[src/sv/dsrs_pkg.sv]
`timescale 1ns / 1ps
// ----------------------------------------------------------------------------
// Dual-slot record selector package
// Shared types, reset values, register indexes and the CRC-32 word update.
// ----------------------------------------------------------------------------
package dsrs_pkg;

  localparam logic [31:0] CRC_POLY       = 32'hEDB88320;
  localparam logic [31:0] CRC_ONES       = 32'hFFFFFFFF;
  localparam logic [31:0] MAGIC_RST      = 32'h324C4143;
  localparam logic [31:0] COMMIT_RST     = 32'hA55A3CC3;
  localparam logic [31:0] SCHEMA_RST     = 32'd1;
  localparam logic [5:0]  PAYLOAD_RST    = 6'd16;
  localparam logic [5:0]  SCHEMA_IDX_RST = 6'd0;
  localparam logic [5:0]  PAYLOAD_MIN    = 6'd1;
  localparam logic [5:0]  PAYLOAD_MAX    = 6'd58;

  typedef enum logic [2:0] {
    CFG_MAGIC      = 3'd0,
    CFG_COMMIT     = 3'd1,
    CFG_SCHEMA     = 3'd2,
    CFG_PAYLOAD    = 3'd3,
    CFG_SCHEMA_IDX = 3'd4
  } cfg_idx_e;

  typedef struct packed {
    logic [31:0] magic_word;
    logic [31:0] commit_word;
    logic [31:0] schema_id;
    logic [5:0]  payload_words;
    logic [5:0]  schema_word_index;
  } cfg_t;

  // Event handed from the front end to the slot tracker.
  typedef struct packed {
    logic        forget;
    logic        ok;
    logic        slot;
    logic [31:0] seq;
  } evt_t;

  // Reflected CRC-32 update over the four little-endian bytes of a word.
  function automatic logic [31:0] crc_word(logic [31:0] crc, logic [31:0] w);
    logic [31:0] c;
    c = crc ^ w;
    for (int k = 0; k < 32; k++) begin
      c = c[0] ? ((c >> 1) ^ CRC_POLY) : (c >> 1);
    end
    return c;
  endfunction

endpackage

[src/sv/dsrs_front.sv]
`timescale 1ns / 1ps
// ----------------------------------------------------------------------------
// Dual-slot record selector front end
// Tracks the word position, runs the CRC and field checks, and emits one
// event per commit word or forget command.
// ----------------------------------------------------------------------------
module dsrs_front (
  input  logic             clk_i,
  input  logic             rst_ni,
  input  dsrs_pkg::cfg_t   cfg_i,
  input  logic             fire_i,
  input  logic             command_i,
  input  logic             slot_i,
  input  logic             first_word_i,
  input  logic [31:0]      data_word_i,
  input  logic             read_error_i,
  output logic             evt_push_o,
  output dsrs_pkg::evt_t   evt_o
);

  localparam logic [5:0] POS_MAGIC  = 6'd0;
  localparam logic [5:0] POS_SCHEMA = 6'd1;
  localparam logic [5:0] POS_SEQ    = 6'd2;
  localparam logic [5:0] POS_SIZE   = 6'd3;
  localparam logic [5:0] HDR_WORDS  = 6'd4;

  logic [5:0]  wc_q, wc_d;
  logic [31:0] crc_q, crc_d;
  logic        pass_q, pass_d;
  logic        slot_q, slot_d;
  logic [31:0] seq_q, seq_d;
  logic [31:0] crc_cap_q, crc_cap_d;

  logic        restart;
  logic [5:0]  base_wc;
  logic [31:0] base_crc;
  logic        base_pass;
  logic        base_slot;
  logic [5:0]  p_eff;
  logic [6:0]  crc_end;
  logic [6:0]  pos7;
  logic [31:0] crc_next;
  logic        pass_n;
  logic        chk;
  logic        ok;

  always_comb begin
    restart   = first_word_i | (wc_q == '0);
    base_wc   = restart ? '0 : wc_q;
    base_crc  = restart ? dsrs_pkg::CRC_ONES : crc_q;
    base_pass = restart | pass_q;
    base_slot = restart ? slot_i : slot_q;
    if (cfg_i.payload_words < dsrs_pkg::PAYLOAD_MIN) begin
      p_eff = dsrs_pkg::PAYLOAD_MIN;
    end else if (cfg_i.payload_words > dsrs_pkg::PAYLOAD_MAX) begin
      p_eff = dsrs_pkg::PAYLOAD_MAX;
    end else begin
      p_eff = cfg_i.payload_words;
    end
    crc_end  = {1'b0, p_eff} + {1'b0, HDR_WORDS};
    pos7     = {1'b0, base_wc};
    crc_next = dsrs_pkg::crc_word(base_crc, data_word_i);
    pass_n   = base_pass & ~read_error_i;

    wc_d       = wc_q;
    crc_d      = crc_q;
    pass_d     = pass_q;
    slot_d     = slot_q;
    seq_d      = seq_q;
    crc_cap_d  = crc_cap_q;
    chk        = 1'b1;
    ok         = 1'b0;
    evt_push_o = 1'b0;
    evt_o      = '{forget: 1'b0, ok: 1'b0, slot: base_slot, seq: seq_q};

    if (fire_i) begin
      if (command_i) begin
        wc_d         = '0;
        crc_d        = dsrs_pkg::CRC_ONES;
        pass_d       = 1'b1;
        evt_push_o   = 1'b1;
        evt_o.forget = 1'b1;
      end else begin
        wc_d   = base_wc + 6'd1;
        crc_d  = (pos7 < crc_end) ? crc_next : base_crc;
        slot_d = base_slot;
        priority if (base_wc == POS_MAGIC) begin
          chk = (data_word_i == cfg_i.magic_word);
        end else if (base_wc == POS_SCHEMA) begin
          chk = (data_word_i == cfg_i.schema_id);
        end else if (base_wc == POS_SEQ) begin
          seq_d = data_word_i;
        end else if (base_wc == POS_SIZE) begin
          chk = (data_word_i == {24'd0, p_eff, 2'b00});
        end else if (pos7 < crc_end) begin
          chk = !(((base_wc - HDR_WORDS) == cfg_i.schema_word_index) &&
                  (data_word_i != cfg_i.schema_id));
        end else if (pos7 == crc_end) begin
          crc_cap_d = data_word_i;
        end else begin
          ok = pass_n && (data_word_i == cfg_i.commit_word) &&
               ((base_crc ^ dsrs_pkg::CRC_ONES) == crc_cap_q) &&
               (cfg_i.schema_word_index < p_eff);
          wc_d       = '0;
          evt_push_o = 1'b1;
          evt_o.ok   = ok;
        end
        pass_d = pass_n & chk;
      end
    end
  end

  always_ff @(posedge clk_i or negedge rst_ni) begin
    if (!rst_ni) begin
      wc_q      <= '0;
      crc_q     <= dsrs_pkg::CRC_ONES;
      pass_q    <= 1'b1;
      slot_q    <= 1'b0;
      seq_q     <= '0;
      crc_cap_q <= '0;
    end else begin
      wc_q      <= wc_d;
      crc_q     <= crc_d;
      pass_q    <= pass_d;
      slot_q    <= slot_d;
      seq_q     <= seq_d;
      crc_cap_q <= crc_cap_d;
    end
  end

endmodule

[src/sv/dsrs_fifo.sv]
`timescale 1ns / 1ps
// ----------------------------------------------------------------------------
// Dual-slot record selector event queue
// Short queue of events between the front end and the slot tracker.
// ----------------------------------------------------------------------------
module dsrs_fifo #(
  parameter int unsigned DEPTH = 2
) (
  input  logic           clk_i,
  input  logic           rst_ni,
  input  logic           push_i,
  input  dsrs_pkg::evt_t data_i,
  output logic           full_o,
  input  logic           pop_i,
  output logic           valid_o,
  output dsrs_pkg::evt_t data_o
);

  localparam int unsigned PTR_W = (DEPTH > 1) ? $clog2(DEPTH) : 1;
  localparam int unsigned CNT_W = $clog2(DEPTH + 1);

  dsrs_pkg::evt_t    mem_q [DEPTH];
  logic [PTR_W-1:0]  wr_ptr_q, wr_ptr_d;
  logic [PTR_W-1:0]  rd_ptr_q, rd_ptr_d;
  logic [CNT_W-1:0]  count_q, count_d;
  logic              do_push;
  logic              do_pop;

  assign full_o  = (count_q == CNT_W'(DEPTH));
  assign valid_o = (count_q != '0);
  assign data_o  = mem_q[rd_ptr_q];
  assign do_push = push_i & ~full_o;
  assign do_pop  = pop_i & valid_o;

  always_comb begin
    wr_ptr_d = wr_ptr_q;
    rd_ptr_d = rd_ptr_q;
    count_d  = count_q;
    if (do_push) begin
      wr_ptr_d = (wr_ptr_q == PTR_W'(DEPTH - 1)) ? '0 : wr_ptr_q + PTR_W'(1);
    end
    if (do_pop) begin
      rd_ptr_d = (rd_ptr_q == PTR_W'(DEPTH - 1)) ? '0 : rd_ptr_q + PTR_W'(1);
    end
    if (do_push && !do_pop) begin
      count_d = count_q + CNT_W'(1);
    end else if (do_pop && !do_push) begin
      count_d = count_q - CNT_W'(1);
    end
  end

  always_ff @(posedge clk_i or negedge rst_ni) begin
    if (!rst_ni) begin
      wr_ptr_q <= '0;
      rd_ptr_q <= '0;
      count_q  <= '0;
    end else begin
      wr_ptr_q <= wr_ptr_d;
      rd_ptr_q <= rd_ptr_d;
      count_q  <= count_d;
    end
  end

  always_ff @(posedge clk_i) begin
    if (do_push) begin
      mem_q[wr_ptr_q] <= data_i;
    end
  end

endmodule

[src/sv/dsrs_back.sv]
`timescale 1ns / 1ps
// ----------------------------------------------------------------------------
// Dual-slot record selector slot tracker
// Applies events to the two slot records and registers the selection report.
// ----------------------------------------------------------------------------
module dsrs_back (
  input  logic           clk_i,
  input  logic           rst_ni,
  input  logic           evt_valid_i,
  input  dsrs_pkg::evt_t evt_i,
  output logic           evt_pop_o,
  output logic           out_valid_o,
  input  logic           out_ready_i,
  output logic           record_passed_o,
  output logic [1:0]     valid_mask_o,
  output logic           have_newest_o,
  output logic           newest_slot_o,
  output logic [31:0]    newest_sequence_o,
  output logic           save_slot_o,
  output logic [31:0]    target_sequence_o
);

  logic [1:0]  ok_q, ok_d;
  logic [31:0] seq_q [2];
  logic [31:0] seq_d [2];
  logic        out_valid_q, out_valid_d;
  logic        rec_valid_q, rec_valid_d;
  logic        have_q, have_d;
  logic        ns_q, ns_d;
  logic [31:0] nq_q, nq_d;
  logic        ts_q, ts_d;
  logic [31:0] tq_q, tq_d;
  logic [31:0] diff;

  assign evt_pop_o = evt_valid_i & (~out_valid_q | out_ready_i);

  always_comb begin
    ok_d     = ok_q;
    seq_d[0] = seq_q[0];
    seq_d[1] = seq_q[1];
    if (evt_i.forget) begin
      ok_d     = 2'b00;
      seq_d[0] = '0;
      seq_d[1] = '0;
    end else begin
      ok_d[evt_i.slot] = evt_i.ok;
      if (evt_i.ok) begin
        seq_d[evt_i.slot] = evt_i.seq;
      end
    end

    diff   = seq_d[0] - seq_d[1];
    have_d = ok_d[0] | ok_d[1];
    priority if (ok_d[0] && ok_d[1]) begin
      ns_d = !((diff != '0) && !diff[31]);
    end else if (ok_d[0]) begin
      ns_d = 1'b0;
    end else begin
      ns_d = ok_d[1];
    end
    nq_d        = have_d ? seq_d[ns_d] : '0;
    ts_d        = have_d & ~ns_d;
    tq_d        = have_d ? (seq_d[ns_d] + 32'd1) : 32'd1;
    rec_valid_d = ~evt_i.forget & evt_i.ok;

    out_valid_d = out_valid_q;
    if (evt_pop_o) begin
      out_valid_d = 1'b1;
    end else if (out_ready_i) begin
      out_valid_d = 1'b0;
    end
  end

  always_ff @(posedge clk_i or negedge rst_ni) begin
    if (!rst_ni) begin
      ok_q        <= 2'b00;
      seq_q[0]    <= '0;
      seq_q[1]    <= '0;
      out_valid_q <= 1'b0;
    end else begin
      out_valid_q <= out_valid_d;
      if (evt_pop_o) begin
        ok_q     <= ok_d;
        seq_q[0] <= seq_d[0];
        seq_q[1] <= seq_d[1];
      end
    end
  end

  always_ff @(posedge clk_i) begin
    if (evt_pop_o) begin
      rec_valid_q <= rec_valid_d;
      have_q      <= have_d;
      ns_q        <= ns_d;
      nq_q        <= nq_d;
      ts_q        <= ts_d;
      tq_q        <= tq_d;
    end
  end

  assign out_valid_o       = out_valid_q;
  assign record_passed_o   = rec_valid_q;
  assign valid_mask_o      = ok_q;
  assign have_newest_o     = have_q;
  assign newest_slot_o     = ns_q;
  assign newest_sequence_o = nq_q;
  assign save_slot_o       = ts_q;
  assign target_sequence_o = tq_q;

  a_valid_has_newest : assert property (@(posedge clk_i) disable iff (!rst_ni)
    out_valid_q && rec_valid_q |-> have_q)
    else $error("valid record reported without a newest slot");

  a_have_matches_mask : assert property (@(posedge clk_i) disable iff (!rst_ni)
    out_valid_q |-> (have_q == (ok_q != 2'b00)))
    else $error("have_newest disagrees with valid mask");

  a_empty_report : assert property (@(posedge clk_i) disable iff (!rst_ni)
    out_valid_q && !have_q |-> (tq_q == 32'd1) && (nq_q == '0))
    else $error("empty report carries wrong sequences");

  a_target_follows : assert property (@(posedge clk_i) disable iff (!rst_ni)
    out_valid_q && have_q |-> (tq_q == nq_q + 32'd1) && (ts_q != ns_q))
    else $error("target does not follow newest");

  a_forget_clears : assert property (@(posedge clk_i) disable iff (!rst_ni)
    evt_pop_o && evt_i.forget |=> (ok_q == 2'b00) && !rec_valid_q)
    else $error("forget did not clear both slots");

endmodule

[src/sv/dual_slot_record_selector_top.sv]
`timescale 1ns / 1ps
// ----------------------------------------------------------------------------
// Dual-slot record selector
// Checks records read back from two flash slots and reports the newest
// valid slot and the target of the next save.
// ----------------------------------------------------------------------------
// Throughput: one word per cycle when the queue is not full (whole-word CRC).
// Report path: a commit word or forget transfer queues an event, which the slot
// tracker pops and registers as a report once its output register is free or read.
// Reset: both slots invalid with sequence zero, CRC state all ones, and the
// configuration registers return to their default values.
// ----------------------------------------------------------------------------
module dual_slot_record_selector_top #(
  parameter int unsigned FIFO_DEPTH = 2
) (
  input  logic        clk_i,
  input  logic        rst_ni,
  input  logic        cfg_valid_i,
  output logic        cfg_ready_o,
  input  logic [2:0]  cfg_index_i,
  input  logic [31:0] cfg_data_i,
  input  logic        in_valid_i,
  output logic        in_ready_o,
  input  logic        command_i,
  input  logic        slot_i,
  input  logic        first_word_i,
  input  logic [31:0] data_word_i,
  input  logic        read_error_i,
  output logic        out_valid_o,
  input  logic        out_ready_i,
  output logic        record_passed_o,
  output logic [1:0]  valid_mask_o,
  output logic        have_newest_o,
  output logic        newest_slot_o,
  output logic [31:0] newest_sequence_o,
  output logic        save_slot_o,
  output logic [31:0] target_sequence_o
);

  dsrs_pkg::cfg_t cfg_q, cfg_d;
  dsrs_pkg::evt_t push_evt;
  dsrs_pkg::evt_t pop_evt;
  logic           push;
  logic           full;
  logic           pop;
  logic           evt_valid;
  logic           in_fire;

  assign cfg_ready_o = 1'b1;
  assign in_ready_o  = ~full;
  assign in_fire     = in_valid_i & in_ready_o;

  always_comb begin
    cfg_d = cfg_q;
    if (cfg_valid_i) begin
      unique case (cfg_index_i)
        dsrs_pkg::CFG_MAGIC:      cfg_d.magic_word        = cfg_data_i;
        dsrs_pkg::CFG_COMMIT:     cfg_d.commit_word       = cfg_data_i;
        dsrs_pkg::CFG_SCHEMA:     cfg_d.schema_id         = cfg_data_i;
        dsrs_pkg::CFG_PAYLOAD:    cfg_d.payload_words     = cfg_data_i[5:0];
        dsrs_pkg::CFG_SCHEMA_IDX: cfg_d.schema_word_index = cfg_data_i[5:0];
        default: ;
      endcase
    end
  end

  always_ff @(posedge clk_i or negedge rst_ni) begin
    if (!rst_ni) begin
      cfg_q.magic_word        <= dsrs_pkg::MAGIC_RST;
      cfg_q.commit_word       <= dsrs_pkg::COMMIT_RST;
      cfg_q.schema_id         <= dsrs_pkg::SCHEMA_RST;
      cfg_q.payload_words     <= dsrs_pkg::PAYLOAD_RST;
      cfg_q.schema_word_index <= dsrs_pkg::SCHEMA_IDX_RST;
    end else begin
      cfg_q <= cfg_d;
    end
  end

  dsrs_front u_front (
    .clk_i        (clk_i),
    .rst_ni       (rst_ni),
    .cfg_i        (cfg_q),
    .fire_i       (in_fire),
    .command_i    (command_i),
    .slot_i       (slot_i),
    .first_word_i (first_word_i),
    .data_word_i  (data_word_i),
    .read_error_i (read_error_i),
    .evt_push_o   (push),
    .evt_o        (push_evt)
  );

  dsrs_fifo #(
    .DEPTH (FIFO_DEPTH)
  ) u_fifo (
    .clk_i   (clk_i),
    .rst_ni  (rst_ni),
    .push_i  (push),
    .data_i  (push_evt),
    .full_o  (full),
    .pop_i   (pop),
    .valid_o (evt_valid),
    .data_o  (pop_evt)
  );

  dsrs_back u_back (
    .clk_i             (clk_i),
    .rst_ni            (rst_ni),
    .evt_valid_i       (evt_valid),
    .evt_i             (pop_evt),
    .evt_pop_o         (pop),
    .out_valid_o       (out_valid_o),
    .out_ready_i       (out_ready_i),
    .record_passed_o   (record_passed_o),
    .valid_mask_o      (valid_mask_o),
    .have_newest_o     (have_newest_o),
    .newest_slot_o     (newest_slot_o),
    .newest_sequence_o (newest_sequence_o),
    .save_slot_o       (save_slot_o),
    .target_sequence_o (target_sequence_o)
  );

endmodule
[config.mk]
export PLATFORM = sky130hd
export DESIGN_NAME = dual_slot_record_selector_top
export DESIGN_NICKNAME = d
export VERILOG_FILES = /design/src/sv/dsrs_pkg.sv /design/src/sv/dsrs_front.sv /design/src/sv/dsrs_fifo.sv /design/src/sv/dsrs_back.sv /design/src/sv/dual_slot_record_selector_top.sv
export SDC_FILE = /design/constraint.sdc
export NUM_CORES = 1
export LEC_CHECK = 0
export BUFFER_PORTS_ARGS = -buffer_cell sky130_fd_sc_hd__buf_2
export CAP_MARGIN = 25
export CORE_MARGIN = 2
export CORE_UTILIZATION = 42
export CTS_CLUSTER_DIAMETER = 200
export DETAILED_ROUTE_END_ITERATION = 10
export GPL_ROUTABILITY_DRIVEN = 0
export GPL_TIMING_DRIVEN = 0
export PLACE_DENSITY_LB_ADDON = 0.15
export SYNTH_ARGS = -nofsm -noshare
export SYNTH_HDL_FRONTEND = slang
export SYNTH_HIERARCHICAL = 1
export SYNTH_SLANG_ARGS = --single-unit
[constraint.sdc]
create_clock -name clk_i -period 9.4 [get_ports clk_i]
set_input_delay 0.94 -clock clk_i [delete_from_list [all_inputs] [get_ports clk_i]]
set_output_delay 0.94 -clock clk_i [all_outputs]
set_load 0.05 [all_outputs]
==> summary.md <==
The later pin in the worst-skew pair is clocked with a latency of 0.60 ns. The cell area after synthesis came out at 28200 µm². After synthesis, the mean cell area works out to 10.1 µm². The critical path's largest stage delay was 0.44 ns; the detailed-route wire length per cell was 23.9 µm.

Once detail routing completed, the nets flagged for antenna violations numbered 0. For the finished layout, the period the worst path requires is 9.23 ns. In the final layout, the share of cells above drive strength 1 is 20.0%. The final critical path takes up 98.2% of the cycle. The tightest min-delay check is of the in2async type. The H-tree was split into 2 levels. After detailed routing, the total wire length is 92500 µm. The number of distinct standard cells referenced by the synthesized netlist is 101, and the DRC violation count after routing is 0.

Entering global routing, the biggest net connects 126 pins. The dominant register cell in the synthesized netlist was dfrtp_1. The via count normalized by instance count works out to 5.80. The tools report the estimated wirelength of the detail-placed design as 70200 µm. Number of maximum-capacitance violations: 0. The endpoint kind of the worst setup timing path was a flop.

In the layout the commonest cells are xnor2_1 (361), nand2_1 (308), dfrtp_1 (221). Derived from the worst setup path, the maximum achievable clock frequency is 108 MHz. The number of flops mapped to enable cells by yosys is 138, and the data arrival time of the critical path is 9.57 ns.

In the synthesized netlist, the number of instances is 2794. After floorplanning, the core was sized to cover 66100 µm². The number of top-level pins is 149.

In this run the horizontal extent of the chip is 263 µm. The repair_antennas step left the layout with diodes totalling 0. After floorplanning, the core was divided into 94 placement rows. The number of nets in the final layout came out at 3098. For the worst-case clock buffer depth, the log shows 3. For the count of routing violations after the opening detailed-route iteration, the log shows 2347. For this design, the slowest cell found on the critical path is nor4b_4.

Headroom to the max-slew limit came out at 27.8%. The tools report the final-report max-slew violation count as 0. The run finished with clean final reports. For this run the aggregate overflow at the end of global routing stands at 0. Counting flops with an async set or reset pin after synthesis yields a share of 67.2%. Via count of the first global-routing pass: 22200. Compared with the post-synthesis result, the final layout area differs by 12.6%. The cell repeated most along the worst path was buf_2. The tools report the total track usage as 26.3%. The run gives 0.0186 ns as the largest clock skew in the final design.

The quantity of I/O buffers inserted on ports was 119. Buffer cell driving the clock tree root: clkbuf_16. Sequential elements use 40.1% of the synthesized area. Once the floorplan was initialized, standard cells occupied 42.6% of the core.

Synthesis inferred 421 register bits. For this design, the sink count on the clock tree is 421. Commonest non-fill, non-tap cell in the layout: xnor2_1. The run gives 6 as the number of warnings printed during yosys synthesis.

Clock-pin slew was measured on the worst setup and hold paths at 0.06 ns. Setup violations remaining at the end of the flow were counted as 0. STA classifies the critical path startpoint as a flop.

The type of the setup path with the least slack was reg2reg. The clock buffer count from CTS is 47. Counting every net in the synthesized netlist gives 2923. The required time at the endpoint of the critical path is 9.74 ns. TritonCTS built the clock tree. For this design, the CTS-stage hold fixing added 0 buffers.

The first global-routing pass estimated 139000 µm of wire. For the final-report hold violation count, the log shows 0. Broken down by cell family, the worst path's largest delay share belongs to buffers and inverters.

Total via count in the routed design: 22400. The number of buffers and inverters on the critical path is 12, and the filler cell count is 6221. Measured on the finished design, the core utilization comes to 48.0%.

The overall die area is 69200 µm². Measured along the y axis, the die boundary spans 263 µm. The actual transition at the worst max-transition pin is 1.08 ns. The biggest fanout along the worst timing path is 10.

Number of antenna violations at the first check in global routing: 5. The first detailed-routing pass took 7 iterations.
-- path summary, 6_finish.rpt --
path,cells past startpoint,to,from,slack (ns)
min in group clk_i,0,u_fifo/mem_q[0][8]$_DFFE_PP_,u_front/seq_q[8]$_DFFE_PN0P_,0.46
worst min register to register,0,u_fifo/mem_q[0][8]$_DFFE_PP_,u_front/seq_q[8]$_DFFE_PN0P_,0.46
worst min-delay path,1,u_back/out_valid_o$_DFFE_PN0P_,rst_ni,0.26
worst max register to register,32,u_back/target_sequence_o[30]$_SDFFCE_PP0P_,u_fifo/rd_ptr_q$_DFFE_PN0P_,0.17
worst max-delay path,32,u_back/target_sequence_o[30]$_SDFFCE_PP0P_,u_fifo/rd_ptr_q$_DFFE_PN0P_,0.17
max in group asynchronous,2,u_back/seq_q[57]$_DFFE_PN0P_,rst_ni,8.20
-- metrics by stage --
stage / instance area (µm²) / worst slack, ns / hold slack (ns) / std cells / setup TNS [ns]
floorplan: 28200 / 1.95 / 0.437 / 2794 / 0
global placement: 29800 / -1.26 / 0.445 / 3777 / -9.84
detailed placement: 30000 / -1.14 / 0.460 / 3785 / -9.01
CTS: 31700 / 0.0347 / 0.237 / 3873 / 0
global route: 31700 / -0.00817 / 0.259 / 3872 / -0.00817
finish: 31700 / 0.168 / 0.256 / 3872 / 0
-- registers in the layout, summed over array words and instances, names as in the netlist, 2 cells and up --
| register | count |
|---|---|
| cfg_q | 108 |
| u_back/newest_sequence_o | 32 |
| u_back/seq_q | 64 |
| u_back/target_sequence_o | 32 |
| u_back/valid_mask_o | 2 |
| u_fifo/count_q | 2 |
| u_fifo/mem_q | 70 |
| u_front/crc_cap_q | 32 |
| u_front/crc_q | 32 |
| u_front/seq_q | 32 |
| u_front/wc_q | 6 |
-- kinds of logic after synthesis --
kind of cell             share of synthesized area, %
XOR/XNOR                                         18.7
adder cells (fa/ha/maj)                          2.38
multiplexers                                     9.67
flip-flops                                       40.1
AO/OA/AOI/OAI                                    11.1
buffers and inverters                            3.97
other                                          0.0133
AND/OR/NAND/NOR                                  14.0
-- synthesized netlist by cell type (54+ instances only) --
| library cell | number | area [µm²] |
|---|---|---|
| o21ai_0 | 117 | 586 |
| nor3_1 | 54 | 270 |
| mux2_2 | 173 | 1950 |
| dfstp_2 | 62 | 1630 |
| xnor2_1 | 361 | 3160 |
| edfxtp_1 | 138 | 4140 |
| xor2_1 | 86 | 753 |
| dfrtp_1 | 221 | 5530 |
| inv_1 | 62 | 233 |
| nand3_1 | 63 | 315 |
| nand2_1 | 308 | 1160 |
| nor2_1 | 180 | 676 |
| clkbuf_1 | 86 | 323 |
| a21oi_1 | 188 | 941 |
| nand4_1 | 58 | 363 |
-- area by class of cell --
class / instances / area [µm²] / area share (%)
timing repair buffer: 128 / 769 / 2.43
inverter: 64 / 240 / 0.757
sequential: 421 / 11300 / 35.6
tap: 864 / 1080 / 3.41
clock buffer: 59 / 1260 / 3.98
clock inverter: 29 / 360 / 1.14
multi-input combinational: 2136 / 15800 / 49.9
buffer: 171 / 887 / 2.80
-- timing repair --
item                                    in CTS  in global routing
cloned                                       0                  0
hold endpoints to repair                     0                  0
buffers inserted                             0                  0
gates resized for setup                     15                 11
endpoints found under the setup margin      12                 10
-- layer usage --
layer  vias up  part of all wire (%)  GRT usage (%)
met5         -                     0              0
li1      10200                     -              -
met4         0                   5.1           12.1
met3       231                   6.6           3.33
met1     11000                    40           33.7
met2      1061                    48           44.2
Power is left out: the tool's default activity adds up to more than one toggle a clock period on the data nets, which glitch-free logic cannot reach.
